==> config.mk <==
export PLATFORM = sky130hd
export DESIGN_NAME = complex_interface_adapter_timers_unit
export DESIGN_NICKNAME = d
export VERILOG_FILES = /design/src/rtl/core/ciat_pkg.sv /design/src/rtl/core/complex_interface_adapter_timers_unit.sv /design/src/rtl/core/ciat_timer.sv
export VERILOG_INCLUDE_DIRS = /design/src /design/src/rtl/core
export SDC_FILE = /design/constraint.sdc
export NUM_CORES = 1
export LEC_CHECK = 0
export BUFFER_PORTS_ARGS = -buffer_cell sky130_fd_sc_hd__buf_2
export CORE_AREA = 2 2 117 204
export CTS_CLUSTER_SIZE = 28
export DETAILED_ROUTE_END_ITERATION = 6
export DIE_AREA = 0 0 119 206
export PLACE_DENSITY = 0.58
export SYNTH_ARGS = -nofsm -noshare
export SYNTH_HDL_FRONTEND = slang
export SYNTH_HIERARCHICAL = 1
export SYNTH_SLANG_ARGS = --single-unit
==> constraint.sdc <==
create_clock -name i_clk -period 4.83 [get_ports i_clk]
set_input_delay 0.483 -clock i_clk [delete_from_list [all_inputs] [get_ports i_clk]]
set_output_delay 0.483 -clock i_clk [all_outputs]
set_load 0.01 [all_outputs]
==> src/rtl/core/complex_interface_adapter_timers_unit_macros.svh <==
// ----------------------------------------------------------------------------
// Assertion macros for the interface adapter timers unit
// Clocked property shorthands; the including module provides i_clk and i_rst_n.
// ----------------------------------------------------------------------------
`ifndef COMPLEX_INTERFACE_ADAPTER_TIMERS_UNIT_MACROS_SVH
`define COMPLEX_INTERFACE_ADAPTER_TIMERS_UNIT_MACROS_SVH

// Check that cons holds in the same cycle as ante.
`define CIAT_ASSERT_SAME(label, ante, cons) \
    label: assert property (@(posedge i_clk) disable iff (!i_rst_n) (ante) |-> (cons)) \
        else $error("ciat assertion failed");

// Check that cons holds in the cycle after ante.
`define CIAT_ASSERT_NEXT(label, ante, cons) \
    label: assert property (@(posedge i_clk) disable iff (!i_rst_n) (ante) |=> (cons)) \
        else $error("ciat assertion failed");

`endif

==> src/rtl/core/ciat_pkg.sv <==
// ----------------------------------------------------------------------------
// ciat_pkg
// Shared types and constants for the interface adapter timers unit.
// ----------------------------------------------------------------------------
`default_nettype none

package ciat_pkg;

    // Transaction kinds
    localparam logic [1:0] REQ_READ  = 2'd0;
    localparam logic [1:0] REQ_WRITE = 2'd1;
    localparam logic [1:0] REQ_TICK  = 2'd2;
    localparam logic [1:0] REQ_FLAG  = 2'd3;

    // Register map
    localparam logic [3:0] ADDR_PRA  = 4'd0;
    localparam logic [3:0] ADDR_PRB  = 4'd1;
    localparam logic [3:0] ADDR_DDRA = 4'd2;
    localparam logic [3:0] ADDR_DDRB = 4'd3;
    localparam logic [3:0] ADDR_TALO = 4'd4;
    localparam logic [3:0] ADDR_TAHI = 4'd5;
    localparam logic [3:0] ADDR_TBLO = 4'd6;
    localparam logic [3:0] ADDR_TBHI = 4'd7;
    localparam logic [3:0] ADDR_SDR  = 4'd12;
    localparam logic [3:0] ADDR_ICR  = 4'd13;
    localparam logic [3:0] ADDR_CRA  = 4'd14;
    localparam logic [3:0] ADDR_CRB  = 4'd15;

    // Control register bits
    localparam int CR_START   = 0;
    localparam int CR_ONESHOT = 3;
    localparam int CR_LOAD    = 4;
    localparam int CR_INMODE  = 5;

    localparam logic [7:0] CR_STORE_MASK = 8'hef;
    localparam logic [1:0] CRB_MODE_CASCADE = 2'b10;

    // Interrupt status bits
    localparam int ICR_TA   = 0;
    localparam int ICR_TB   = 1;
    localparam int ICR_SP   = 3;
    localparam int ICR_FLAG = 4;
    localparam int ICR_IR   = 7;
    localparam int ICR_SET  = 7;

    localparam logic [7:0] ICR_READ_MASK = 8'h9f;

    localparam logic [15:0] TIMER_RESET = 16'hffff;

    typedef struct packed {
        logic        run;
        logic [15:0] count;
        logic [15:0] latch;
        logic [15:0] steps;
    } t_tmr_in;

    typedef struct packed {
        logic [15:0] count;
        logic        under;
    } t_tmr_out;

endpackage

`default_nettype wire

==> src/rtl/core/complex_interface_adapter_timers_unit.sv <==
// A result is registered and appears the cycle after its transaction is accepted.
// Throughput: one transaction per cycle unless i_out_ready stalls the result register.
// The critical path is timer A's subtract and underflow feeding timer B's cascade.
// Reset (i_rst_n low at a clock edge): timer counters and latches go to 0xffff,
// control, interrupt status, mask, direction and serial registers clear,
// and the result register empties.
// ----------------------------------------------------------------------------
// complex_interface_adapter_timers_unit
// Two 16-bit down timers with latches, one-shot and cascade modes, and
// interrupt control in the classic 6526 register layout, served one
// transaction per cycle while the result channel is not stalled.
// ----------------------------------------------------------------------------
`default_nettype none

`include "complex_interface_adapter_timers_unit_macros.svh"

module complex_interface_adapter_timers_unit (
    input  logic        i_clk,
    input  logic        i_rst_n,
    // transaction channel in
    input  logic        i_in_valid,
    output logic        o_in_ready,
    input  logic [1:0]  i_req_type,
    input  logic [3:0]  i_reg_address,
    input  logic [7:0]  i_write_data,
    input  logic [15:0] i_tick_cycles,
    input  logic [7:0]  i_port_pins,
    // result channel out
    output logic        o_out_valid,
    input  logic        i_out_ready,
    output logic [7:0]  o_read_data,
    output logic        o_irq_line
);

    // ------------------------------------------------------------------
    // Architectural state
    // ------------------------------------------------------------------
    logic [15:0] r_ta_count, n_ta_count;
    logic [15:0] r_ta_latch, n_ta_latch;
    logic [15:0] r_tb_count, n_tb_count;
    logic [15:0] r_tb_latch, n_tb_latch;
    logic [7:0]  r_ctrl_a,   n_ctrl_a;
    logic [7:0]  r_ctrl_b,   n_ctrl_b;
    logic [7:0]  r_irq_status, n_irq_status;
    logic [4:0]  r_irq_mask, n_irq_mask;
    // Port data registers are not kept: reads of PRA and PRB return the pins,
    // so a stored port byte is never visible.
    logic [7:0]  r_ddra, n_ddra;
    logic [7:0]  r_ddrb, n_ddrb;
    logic [7:0]  r_sdr,  n_sdr;

    // Result register
    logic        r_out_valid;
    logic [7:0]  r_out_data, n_out_data;
    logic        r_out_irq;

    logic        accept;
    logic        cascade;
    logic [4:0]  mask_set;

    ciat_pkg::t_tmr_in  tmr_a_in,  tmr_b_in;
    ciat_pkg::t_tmr_out tmr_a_out, tmr_b_out;

    // Take a new transaction whenever the result register is empty or drains
    // in this same cycle.
    assign o_in_ready  = !r_out_valid || i_out_ready;
    assign accept      = i_in_valid && o_in_ready;
    assign o_out_valid = r_out_valid;
    assign o_read_data = r_out_data;
    assign o_irq_line  = r_out_irq;

    // ------------------------------------------------------------------
    // Timers: A runs on the tick when started and counting clock cycles;
    // B either counts the same cycles or, in cascade mode, one step per
    // underflow of A in this very tick.
    // ------------------------------------------------------------------
    assign cascade = (r_ctrl_b[6:5] == ciat_pkg::CRB_MODE_CASCADE);

    always_comb begin
        tmr_a_in.run   = (i_req_type == ciat_pkg::REQ_TICK) && r_ctrl_a[ciat_pkg::CR_START]
                         && !r_ctrl_a[ciat_pkg::CR_INMODE];
        tmr_a_in.count = r_ta_count;
        tmr_a_in.latch = r_ta_latch;
        tmr_a_in.steps = i_tick_cycles;

        tmr_b_in.run   = (i_req_type == ciat_pkg::REQ_TICK) && r_ctrl_b[ciat_pkg::CR_START]
                         && (!cascade || tmr_a_out.under);
        tmr_b_in.count = r_tb_count;
        tmr_b_in.latch = r_tb_latch;
        tmr_b_in.steps = cascade ? 16'd1 : i_tick_cycles;
    end

    ciat_timer u_timer_a (
        .i_tmr (tmr_a_in),
        .o_tmr (tmr_a_out)
    );

    ciat_timer u_timer_b (
        .i_tmr (tmr_b_in),
        .o_tmr (tmr_b_out)
    );

    assign mask_set = r_irq_mask | i_write_data[4:0];

    // ------------------------------------------------------------------
    // Next state and read data for the transaction on the input ports
    // ------------------------------------------------------------------
    always_comb begin
        n_ta_count   = r_ta_count;
        n_ta_latch   = r_ta_latch;
        n_tb_count   = r_tb_count;
        n_tb_latch   = r_tb_latch;
        n_ctrl_a     = r_ctrl_a;
        n_ctrl_b     = r_ctrl_b;
        n_irq_status = r_irq_status;
        n_irq_mask   = r_irq_mask;
        n_ddra       = r_ddra;
        n_ddrb       = r_ddrb;
        n_sdr        = r_sdr;
        n_out_data   = 8'h00;

        case (i_req_type)
            ciat_pkg::REQ_READ: begin
                case (i_reg_address)
                    ciat_pkg::ADDR_PRA,
                    ciat_pkg::ADDR_PRB:  n_out_data = i_port_pins;
                    ciat_pkg::ADDR_DDRA: n_out_data = r_ddra;
                    ciat_pkg::ADDR_DDRB: n_out_data = r_ddrb;
                    ciat_pkg::ADDR_TALO: n_out_data = r_ta_count[7:0];
                    ciat_pkg::ADDR_TAHI: n_out_data = r_ta_count[15:8];
                    ciat_pkg::ADDR_TBLO: n_out_data = r_tb_count[7:0];
                    ciat_pkg::ADDR_TBHI: n_out_data = r_tb_count[15:8];
                    ciat_pkg::ADDR_SDR:  n_out_data = r_sdr;
                    ciat_pkg::ADDR_ICR: begin
                        // Read-to-clear: return the flags, then drop them all.
                        n_out_data   = r_irq_status & ciat_pkg::ICR_READ_MASK;
                        n_irq_status = 8'h00;
                    end
                    ciat_pkg::ADDR_CRA:  n_out_data = r_ctrl_a;
                    ciat_pkg::ADDR_CRB:  n_out_data = r_ctrl_b;
                    default:             n_out_data = 8'h00;
                endcase
            end

            ciat_pkg::REQ_WRITE: begin
                case (i_reg_address)
                    ciat_pkg::ADDR_PRA,
                    ciat_pkg::ADDR_PRB: begin
                        // no visible effect
                    end
                    ciat_pkg::ADDR_DDRA: n_ddra = i_write_data;
                    ciat_pkg::ADDR_DDRB: n_ddrb = i_write_data;
                    ciat_pkg::ADDR_TALO: n_ta_latch[7:0] = i_write_data;
                    ciat_pkg::ADDR_TAHI: begin
                        // A stopped timer also loads its counter from the new latch.
                        n_ta_latch[15:8] = i_write_data;
                        if (!r_ctrl_a[ciat_pkg::CR_START]) begin
                            n_ta_count = {i_write_data, r_ta_latch[7:0]};
                        end
                    end
                    ciat_pkg::ADDR_TBLO: n_tb_latch[7:0] = i_write_data;
                    ciat_pkg::ADDR_TBHI: begin
                        n_tb_latch[15:8] = i_write_data;
                        if (!r_ctrl_b[ciat_pkg::CR_START]) begin
                            n_tb_count = {i_write_data, r_tb_latch[7:0]};
                        end
                    end
                    ciat_pkg::ADDR_SDR: begin
                        n_sdr = i_write_data;
                        n_irq_status[ciat_pkg::ICR_SP] = 1'b1;
                        if (r_irq_mask[ciat_pkg::ICR_SP]) begin
                            n_irq_status[ciat_pkg::ICR_IR] = 1'b1;
                        end
                    end
                    ciat_pkg::ADDR_ICR: begin
                        // Set/clear mask write; a newly enabled pending source raises IR.
                        if (i_write_data[ciat_pkg::ICR_SET]) begin
                            n_irq_mask = mask_set;
                            if ((r_irq_status[4:0] & mask_set) != 5'd0) begin
                                n_irq_status[ciat_pkg::ICR_IR] = 1'b1;
                            end
                        end else begin
                            n_irq_mask = r_irq_mask & ~i_write_data[4:0];
                        end
                    end
                    ciat_pkg::ADDR_CRA: begin
                        // LOAD strobes a counter reload and is never stored.
                        n_ctrl_a = i_write_data & ciat_pkg::CR_STORE_MASK;
                        if (i_write_data[ciat_pkg::CR_LOAD]) begin
                            n_ta_count = r_ta_latch;
                        end
                    end
                    ciat_pkg::ADDR_CRB: begin
                        n_ctrl_b = i_write_data & ciat_pkg::CR_STORE_MASK;
                        if (i_write_data[ciat_pkg::CR_LOAD]) begin
                            n_tb_count = r_tb_latch;
                        end
                    end
                    default: begin
                        // time of day and alarm: ignored
                    end
                endcase
            end

            ciat_pkg::REQ_TICK: begin
                n_ta_count = tmr_a_out.count;
                n_tb_count = tmr_b_out.count;
                if (tmr_a_out.under) begin
                    n_irq_status[ciat_pkg::ICR_TA] = 1'b1;
                    if (r_ctrl_a[ciat_pkg::CR_ONESHOT]) begin
                        n_ctrl_a[ciat_pkg::CR_START] = 1'b0;
                    end
                end
                if (tmr_b_out.under) begin
                    n_irq_status[ciat_pkg::ICR_TB] = 1'b1;
                    if (r_ctrl_b[ciat_pkg::CR_ONESHOT]) begin
                        n_ctrl_b[ciat_pkg::CR_START] = 1'b0;
                    end
                end
                // Any enabled flag among the low four raises IR after a tick.
                if ((n_irq_status[3:0] & r_irq_mask[3:0]) != 4'd0) begin
                    n_irq_status[ciat_pkg::ICR_IR] = 1'b1;
                end
            end

            ciat_pkg::REQ_FLAG: begin
                n_irq_status[ciat_pkg::ICR_FLAG] = 1'b1;
                if (r_irq_mask[ciat_pkg::ICR_FLAG]) begin
                    n_irq_status[ciat_pkg::ICR_IR] = 1'b1;
                end
            end

            default: begin
            end
        endcase
    end

    // ------------------------------------------------------------------
    // Valid drains on ready; state and r_out_data load only on an accepted transaction
    // ------------------------------------------------------------------
    always_ff @(posedge i_clk) begin
        if (!i_rst_n) begin
            r_ta_count   <= ciat_pkg::TIMER_RESET;
            r_ta_latch   <= ciat_pkg::TIMER_RESET;
            r_tb_count   <= ciat_pkg::TIMER_RESET;
            r_tb_latch   <= ciat_pkg::TIMER_RESET;
            r_ctrl_a     <= 8'h00;
            r_ctrl_b     <= 8'h00;
            r_irq_status <= 8'h00;
            r_irq_mask   <= 5'd0;
            r_ddra       <= 8'h00;
            r_ddrb       <= 8'h00;
            r_sdr        <= 8'h00;
        end else if (accept) begin
            r_ta_count   <= n_ta_count;
            r_ta_latch   <= n_ta_latch;
            r_tb_count   <= n_tb_count;
            r_tb_latch   <= n_tb_latch;
            r_ctrl_a     <= n_ctrl_a;
            r_ctrl_b     <= n_ctrl_b;
            r_irq_status <= n_irq_status;
            r_irq_mask   <= n_irq_mask;
            r_ddra       <= n_ddra;
            r_ddrb       <= n_ddrb;
            r_sdr        <= n_sdr;
        end
    end

    always_ff @(posedge i_clk) begin
        if (!i_rst_n) begin
            r_out_valid <= 1'b0;
            r_out_irq   <= 1'b0;
        end else begin
            if (accept) begin
                r_out_valid <= 1'b1;
                r_out_irq   <= n_irq_status[ciat_pkg::ICR_IR];
            end else if (i_out_ready) begin
                r_out_valid <= 1'b0;
            end
        end
    end

    always_ff @(posedge i_clk) begin
        if (accept) begin
            r_out_data <= n_out_data;
        end
    end

    // ------------------------------------------------------------------
    // Assertions
    // ------------------------------------------------------------------
    `CIAT_ASSERT_SAME(a_irq_matches_status, r_out_valid, r_out_irq == r_irq_status[ciat_pkg::ICR_IR])
    `CIAT_ASSERT_NEXT(a_icr_read_clears, accept && (i_req_type == ciat_pkg::REQ_READ) && (i_reg_address == ciat_pkg::ADDR_ICR), r_irq_status == 8'h00)
    `CIAT_ASSERT_NEXT(a_oneshot_stops_a, accept && tmr_a_out.under && r_ctrl_a[ciat_pkg::CR_ONESHOT], !r_ctrl_a[ciat_pkg::CR_START])
    `CIAT_ASSERT_SAME(a_load_not_stored, r_out_valid, !r_ctrl_a[ciat_pkg::CR_LOAD] && !r_ctrl_b[ciat_pkg::CR_LOAD])

endmodule

`default_nettype wire

==> src/rtl/core/ciat_timer.sv <==
// ----------------------------------------------------------------------------
// ciat_timer
// Down counter step: subtract a step count and reload from the latch on underflow.
// ----------------------------------------------------------------------------
`default_nettype none

module ciat_timer (
    input  ciat_pkg::t_tmr_in  i_tmr,
    output ciat_pkg::t_tmr_out o_tmr
);

    logic [16:0] diff;

    // Borrow out of the subtract marks an underflow; the wrapped difference is
    // then the negative remainder to add to the latch.
    assign diff = {1'b0, i_tmr.count} - {1'b0, i_tmr.steps};

    always_comb begin
        o_tmr.count = i_tmr.count;
        o_tmr.under = 1'b0;
        if (i_tmr.run) begin
            o_tmr.under = diff[16];
            if (diff[16]) begin
                o_tmr.count = i_tmr.latch + diff[15:0];
            end else begin
                o_tmr.count = diff[15:0];
            end
        end
    end

endmodule

`default_nettype wire
* After elaboration in Yosys (flattened, before gate mapping)
Cells that the tools add are included.
Storage, ports and cells: word-level logic and storage cells 145, output and inout bits 11, input port bits 42, register bits 121
Operators by class: bitwise gates (word level) 5, add/sub/neg operators 4, multiplexer cells 41, reductions and logical operators 38, equality and inequality tests 37
Operator list (number):
- case mux 16 bit (2 select lines) | 4
- 2-to-1 mux 16 bit | 7
- case mux 8 bit (11 select lines) | 1
- AND reduction 3 bit | 12
- 2-to-1 mux 17 bit | 2
- subtractor 16 x 16 -> 17 bit | 2
- adder 16 bit | 2
- != test 3 bit, second input constant | 7
- 2-to-1 mux 1 bit | 18
- == test 4 x 3 -> 1 bit, second input constant | 4
- == test 4 bit, second input constant | 4
- != test 2 bit, second input constant | 7
- AND reduction 6 bit | 2
- bitwise AND 5 bit | 2
- != test 2 x 1 -> 1 bit, second input constant | 5
- case mux 1 bit (2 select lines) | 5
- AND reduction 5 bit | 2
- nonzero test 2 bit | 5
- != test 3 x 1 -> 1 bit, second input constant | 3
- == test 4 x 2 -> 1 bit, second input constant | 2
- 2-to-1 mux 8 bit | 1
- AND reduction 8 bit | 1
- == test 2 bit, second input constant | 3
- logical AND 1 bit | 5
- other kinds (16) | 19

* Longest topological paths before layout
depth after elaboration 13, depth in mapped cells 23, gate-level depth less buffers 23

* Cells and area by module
The synthesis kept the hierarchy.
By module, submodules not included:
- complex_interface_adapter_timers_unit | cells an instance 719, area an instance 6127.1 µm², times used 1, seq. area each 2482.4 µm²
- ciat_timer at u_timer_a | cells an instance 280, area an instance 1970.6 µm², times used 1, seq. area each 0.0 µm²
- ciat_timer at u_timer_b | cells an instance 270, area an instance 1836.8 µm², times used 1, seq. area each 0.0 µm²

* Least setup slack after synthesis
No wires, ideal clock.
kind register to register, start point reg r_ctrl_b[5], end point reg r_tb_count[15], data required time 4691 ps, setup slack 625 ps, cell stages (with the launch flop) 22, setup time 139 ps, period minus slack after synthesis 4205 ps, buffers on the path 0, data arrival time 4066 ps, path through dfxtp_1 > nand2b_1 > nand2b_1 > ha_1 > inv_1 > fa_1 > a211o_1 > a21oi_2 > o21ai_1 > a21oi_1 > xnor2_1 > ha_1 > and2_1 > a22o_1 > a311oi_2 > o31ai_1 > xnor2_1 > nor3_1 > o21ai_0 > or3b_1 > a21oi_1 > o211ai_1
RTL lines:
- from (decl) | RTL line complex_interface_adapter_timers_unit.sv:43 | logic [7:0] r_ctrl_b, n_ctrl_b;
- from (signal assigned) | RTL line complex_interface_adapter_timers_unit.sv:260 | r_ctrl_b <= n_ctrl_b;
- to (signal assigned) | RTL line complex_interface_adapter_timers_unit.sv:245 | r_tb_count <= ciat_pkg::TIMER_RESET;
- to (signal assigned) | RTL line complex_interface_adapter_timers_unit.sv:257 | r_tb_count <= n_tb_count;
- to (decl) | RTL line complex_interface_adapter_timers_unit.sv:40 | logic [15:0] r_tb_count, n_tb_count;

==> run_results.csv <==
group,metric,value,unit
run_status,status,"complete, no violations",
logic_synthesis,seq_area_frac_synth,25.0,%
floorplan,core,23100,um^2
setup_path,crit_path_max_fanout,5,
setup_path,r2r_slack,0.29,ns
cts,cts_buffers,17,
placement,io_buffers,52,
detailed_routing,vias,9313,
power_and_ir_drop,p_leak,4.88,nW
placement,dp_hpwl,24.6,mm
sta,whs,0.374,ns
logic_synthesis,syn_avg_cell_area,7.83,um^2
finish,final_util,47.6,%
logic_synthesis,synth_edf_count,8,
setup_path,path_depth,21,
finish,area_delta_synth_final,10.4,%
sta,skew,0.00938,ns
floorplan,num_io_pins,53,
sta,period_share,94.1,%
power_and_ir_drop,internal-power,0.00226,W
logic_synthesis,synthAdderAreaFrac,9.87,%
run,maxCapViolations,0,
hold_path,hold_path.class,"in -> reg",
setup_path,max_stage_delay,0.41,ns
power_and_ir_drop,totalPowerFinal,0.00341,W
power_and_ir_drop,peakVddDrop,0.218,mV
logic_synthesis,synth-compound-area-share,20.8,%
logic_synthesis,ys_ff_latch,120,
setup_path,path_buf_inv,1,
power_and_ir_drop,p_seq_share,30.7,%
cts,cts.path.max_buffers,2,
sta,setup_tns,0,ns
global_route,grt_pass1_wl,50.6,mm
cts,clk_pin_slew,0.06,ns
global_route,globalRouteTotalUtil,27.0,%
logic_synthesis,synth-simple-area-share,22.0,%
setup_path,cp-start-kind,"flip-flop",
detailed_routing,drtIter0Drc,649,
floorplan,initial_utilization,43.1,%
setup_path,arrival,4.80,ns
logic_synthesis,synth_xor_area_share,4.14,%
finish,final_nets,1403,
floorplan,chipWidth,119,um
finish,n_antenna_cell,0,
sta,max_freq,220,MHz
power_and_ir_drop,sw_frac_of_total,34.0,%
setup_path,cp_cell_sequence,"nand2b_2 -> nand2b_1 -> ha_1 -> inv_1 -> fa_2 -> a211o_1 -> a21oi_2 -> o21ai_1 -> a211o_1 -> a21oi_2 -> o21ai_1 -> xnor2_1 -> ha_1 -> nand4_1 -> o31ai_2 -> xnor2_1 -> nor3_1 -> o21ai_0 -> or3b_1 -> a21oi_1 -> o211ai_1",
detailed_routing,drt-wirelength-per-cell,20.5,um
detailed_routing,drc,0,
sta,min_period,4.54,ns
detailed_routing,vias_per_cell,5.81,
floorplan,die-area,24500,um^2
global_route,antenna_found_initial,0,
global_route,first_global_vias,8902,
global_route,grt-ovfl-total,0,
setup_path,r2r-start,"r_ctrl_b[5]",
sta,slew_headroom,29.1,%
setup_path,crit_family,"compound AO/OA/AOI/OAI gates",
cts,clkSinkCount,120,
detailed_routing,ant_nets,0,
logic_synthesis,synthMuxAreaShare,12.0,%
power_and_ir_drop,p_clk_share,37.6,%
hold_path,whs_path_depth,3,
cts,root_buffer,"clkbuf_16",
setup_path,end_kind,"flip-flop",
floorplan,fp.dieH,206,um
logic_synthesis,syn_nets,1387,
cts,ctsHoldBuffers,0,
logic_synthesis,synth_area_leaders,"dfxtp_1, mux2i_1, ha_1",
hold_path,hold_path.startpoint,"i_in_valid",
setup_path,cp_slowest_cell,"fa_2",
power_and_ir_drop,switchingPower,0.00116,W
sta,setup_viol,0,
power_and_ir_drop,pwr-share-comb,31.7,%
detailed_routing,first_pass_iters,5,
setup_path,reg2reg_depth,21,
logic_synthesis,syn_inst,1269,
logic_synthesis,synth_most_common_cell,"nand2_1",
sta,drv_slew,0,
logic_synthesis,async_flop_share,0,%
logic_synthesis,yosysWarnings,6,
global_route,grt_max_degree,68,
finish,drive_above_1_share,12.0,%
logic_synthesis,synth_common_cells,"nand2_1, nor2_1, dfxtp_1",
cts,h-tree-depth,4,
sta,tightest_slew,1.06,ns
hold_path,whs_endpoint,"o_out_valid",
setup_path,crit_required,5.08,ns
logic_synthesis,yosysTopAreaCell,"dfxtp_1",
cts,clk_latency,0.42,ns
placement,gp_congestion,0.930,
detailed_routing,wl,32.9,mm
power_and_ir_drop,p_per_area,311,nW/um^2
setup_path,worst_r2r_endpoint,"r_tb_count[15]",
logic_synthesis,synth_top_area_share,22.6,%
logic_synthesis,synth_top_family_by_area,"simple AND/OR/NAND/NOR gates",
cts,tritoncts,"built",
logic_synthesis,synth.distinct_cells,90,
setup_path,critPathKind,"reg -> reg",
floorplan,fp-row-count,74,
logic_synthesis,ys.flop_type,"dfxtp_1",
sta,hold_viol,0,
logic_synthesis,synthesis.area,9930,um^2
-- cells in the final DEF (no fill, tap or decap), types with 5 or more instances in the layout --
master | synthesis | layout
a211oi_1 | 13 | 13
a21o_1 | 21 | 21
a21oi_1 | 106 | 104
a22o_1 | 5 | 5
a22oi_1 | 7 | 7
a31oi_1 | 14 | 14
and2_1 | 20 | 20
and3_1 | 8 | 8
buf_2 | 24 | 52
buf_4 | 3 | 19
clkbuf_16 | 0 | 18
dfxtp_1 | 112 | 112
edfxtp_1 | 8 | 8
ha_1 | 72 | 69
inv_1 | 55 | 55
mux2_2 | 11 | 11
mux2i_1 | 99 | 99
nand2_1 | 160 | 160
nand2b_1 | 12 | 11
nand3_1 | 62 | 62
nand4_1 | 14 | 14
nor2_1 | 115 | 114
nor2b_1 | 8 | 8
nor3_1 | 20 | 20
o211ai_1 | 23 | 23
o21a_1 | 9 | 9
o21ai_0 | 38 | 37
o21ai_1 | 15 | 16
o21bai_1 | 7 | 7
o22ai_1 | 9 | 9
o31ai_1 | 9 | 8
or3_1 | 5 | 5
xnor2_1 | 30 | 29
xor2_1 | 17 | 17
-- state kept, by name (all words and copies together) (netlist names), 8 cells and up, named ones only --
signal and count:
o_read_data 8, r_ddra 8, r_ddrb 8, r_sdr 8, r_ta_count 16, r_ta_latch 16, r_tb_count 16, r_tb_latch 16
-- stage by stage --
step	setup slack [ns]	cells	area (um^2)
2_1_floorplan	0.625	1269	9930
3_3_place_gp	0.108	1568	10300
3_5_place_dp	0.0608	1568	10300
4_1_cts	0.0859	1600	10900
5_1_grt	-0.0110	1602	11000
6_report	0.286	1602	11000
-- power groups by stage --
| stage | Combinational (W) | Clock (W) | Sequential, W |
|---|---|---|---|
| 3_3_place_gp | 0.00104 | 0 | 0.00107 |
| 4_1_cts | 0.00106 | 0.00130 | 0.00105 |
| 3_5_place_dp | 0.00105 | 0 | 0.00107 |
| 2_1_floorplan | 0.000813 | 0 | 0.00106 |
| 5_1_grt | 0.00118 | 0.00135 | 0.00105 |
| 6_report | 0.00108 | 0.00128 | 0.00105 |
-- cell type report --
type                    count  area [um^2]
inverters                  60          230
repair buffers             71          403
flip-flops and latches    120         2480
fillers                  2316        12100
clock inverters            11          120
well taps                 304          380
clock buffers              21          472
multi-input cells        1015         6880
-- worst max path at each step --
stage	to	startpoint	slack (ns)
global route	r_tb_count[15]	r_ctrl_b[5]	-0.01
floorplan	r_tb_count[15]	r_ctrl_b[5]	0.63
finish	r_tb_count[15]	r_ctrl_b[5]	0.29
CTS	r_tb_count[15]	r_ctrl_b[5]	0.09
global placement	r_tb_count[15]	i_tick_cycles[0]	0.11
detailed placement	r_tb_count[15]	i_tick_cycles[0]	0.06
-- worst register-to-register path: cells and delay by family, from the launching register on --
kind,cells,cell delay (ns)
fa+ha+maj,3,0.93
buf+inv,1,0.07
flops,1,0.32
simple gates,5,0.89
compound gates,10,1.86
xor+xnor,2,0.33
-- routing by layer --
| layer | vias to the layer above | share of wire [%] | track usage (%) |
|---|---|---|---|
| li1 | 4566 | - | - |
| met1 | 4360 | 39 | 30.2 |
| met5 | - | 0 | 0 |
| met4 | 0 | 6.3 | 17.6 |
| met2 | 297 | 50 | 47.6 |
| met3 | 90 | 4.5 | 3.70 |
-- repair_timing --
| action | CTS | global route |
|---|---|---|
| setup buffers | 0 | 2 |
| resized for setup | 0 | 11 |
| endpoints found under the setup margin | 0 | 4 |
-- cells by family after synthesis --
group,count (synthesis)
flip-flops,120
buffers and inverters,134
adder cells (fa/ha/maj),76
AO/OA/AOI/OAI,318
XOR/XNOR,47
AND/OR/NAND/NOR,460
multiplexers,114
Power figures use the tool's default switching activity.
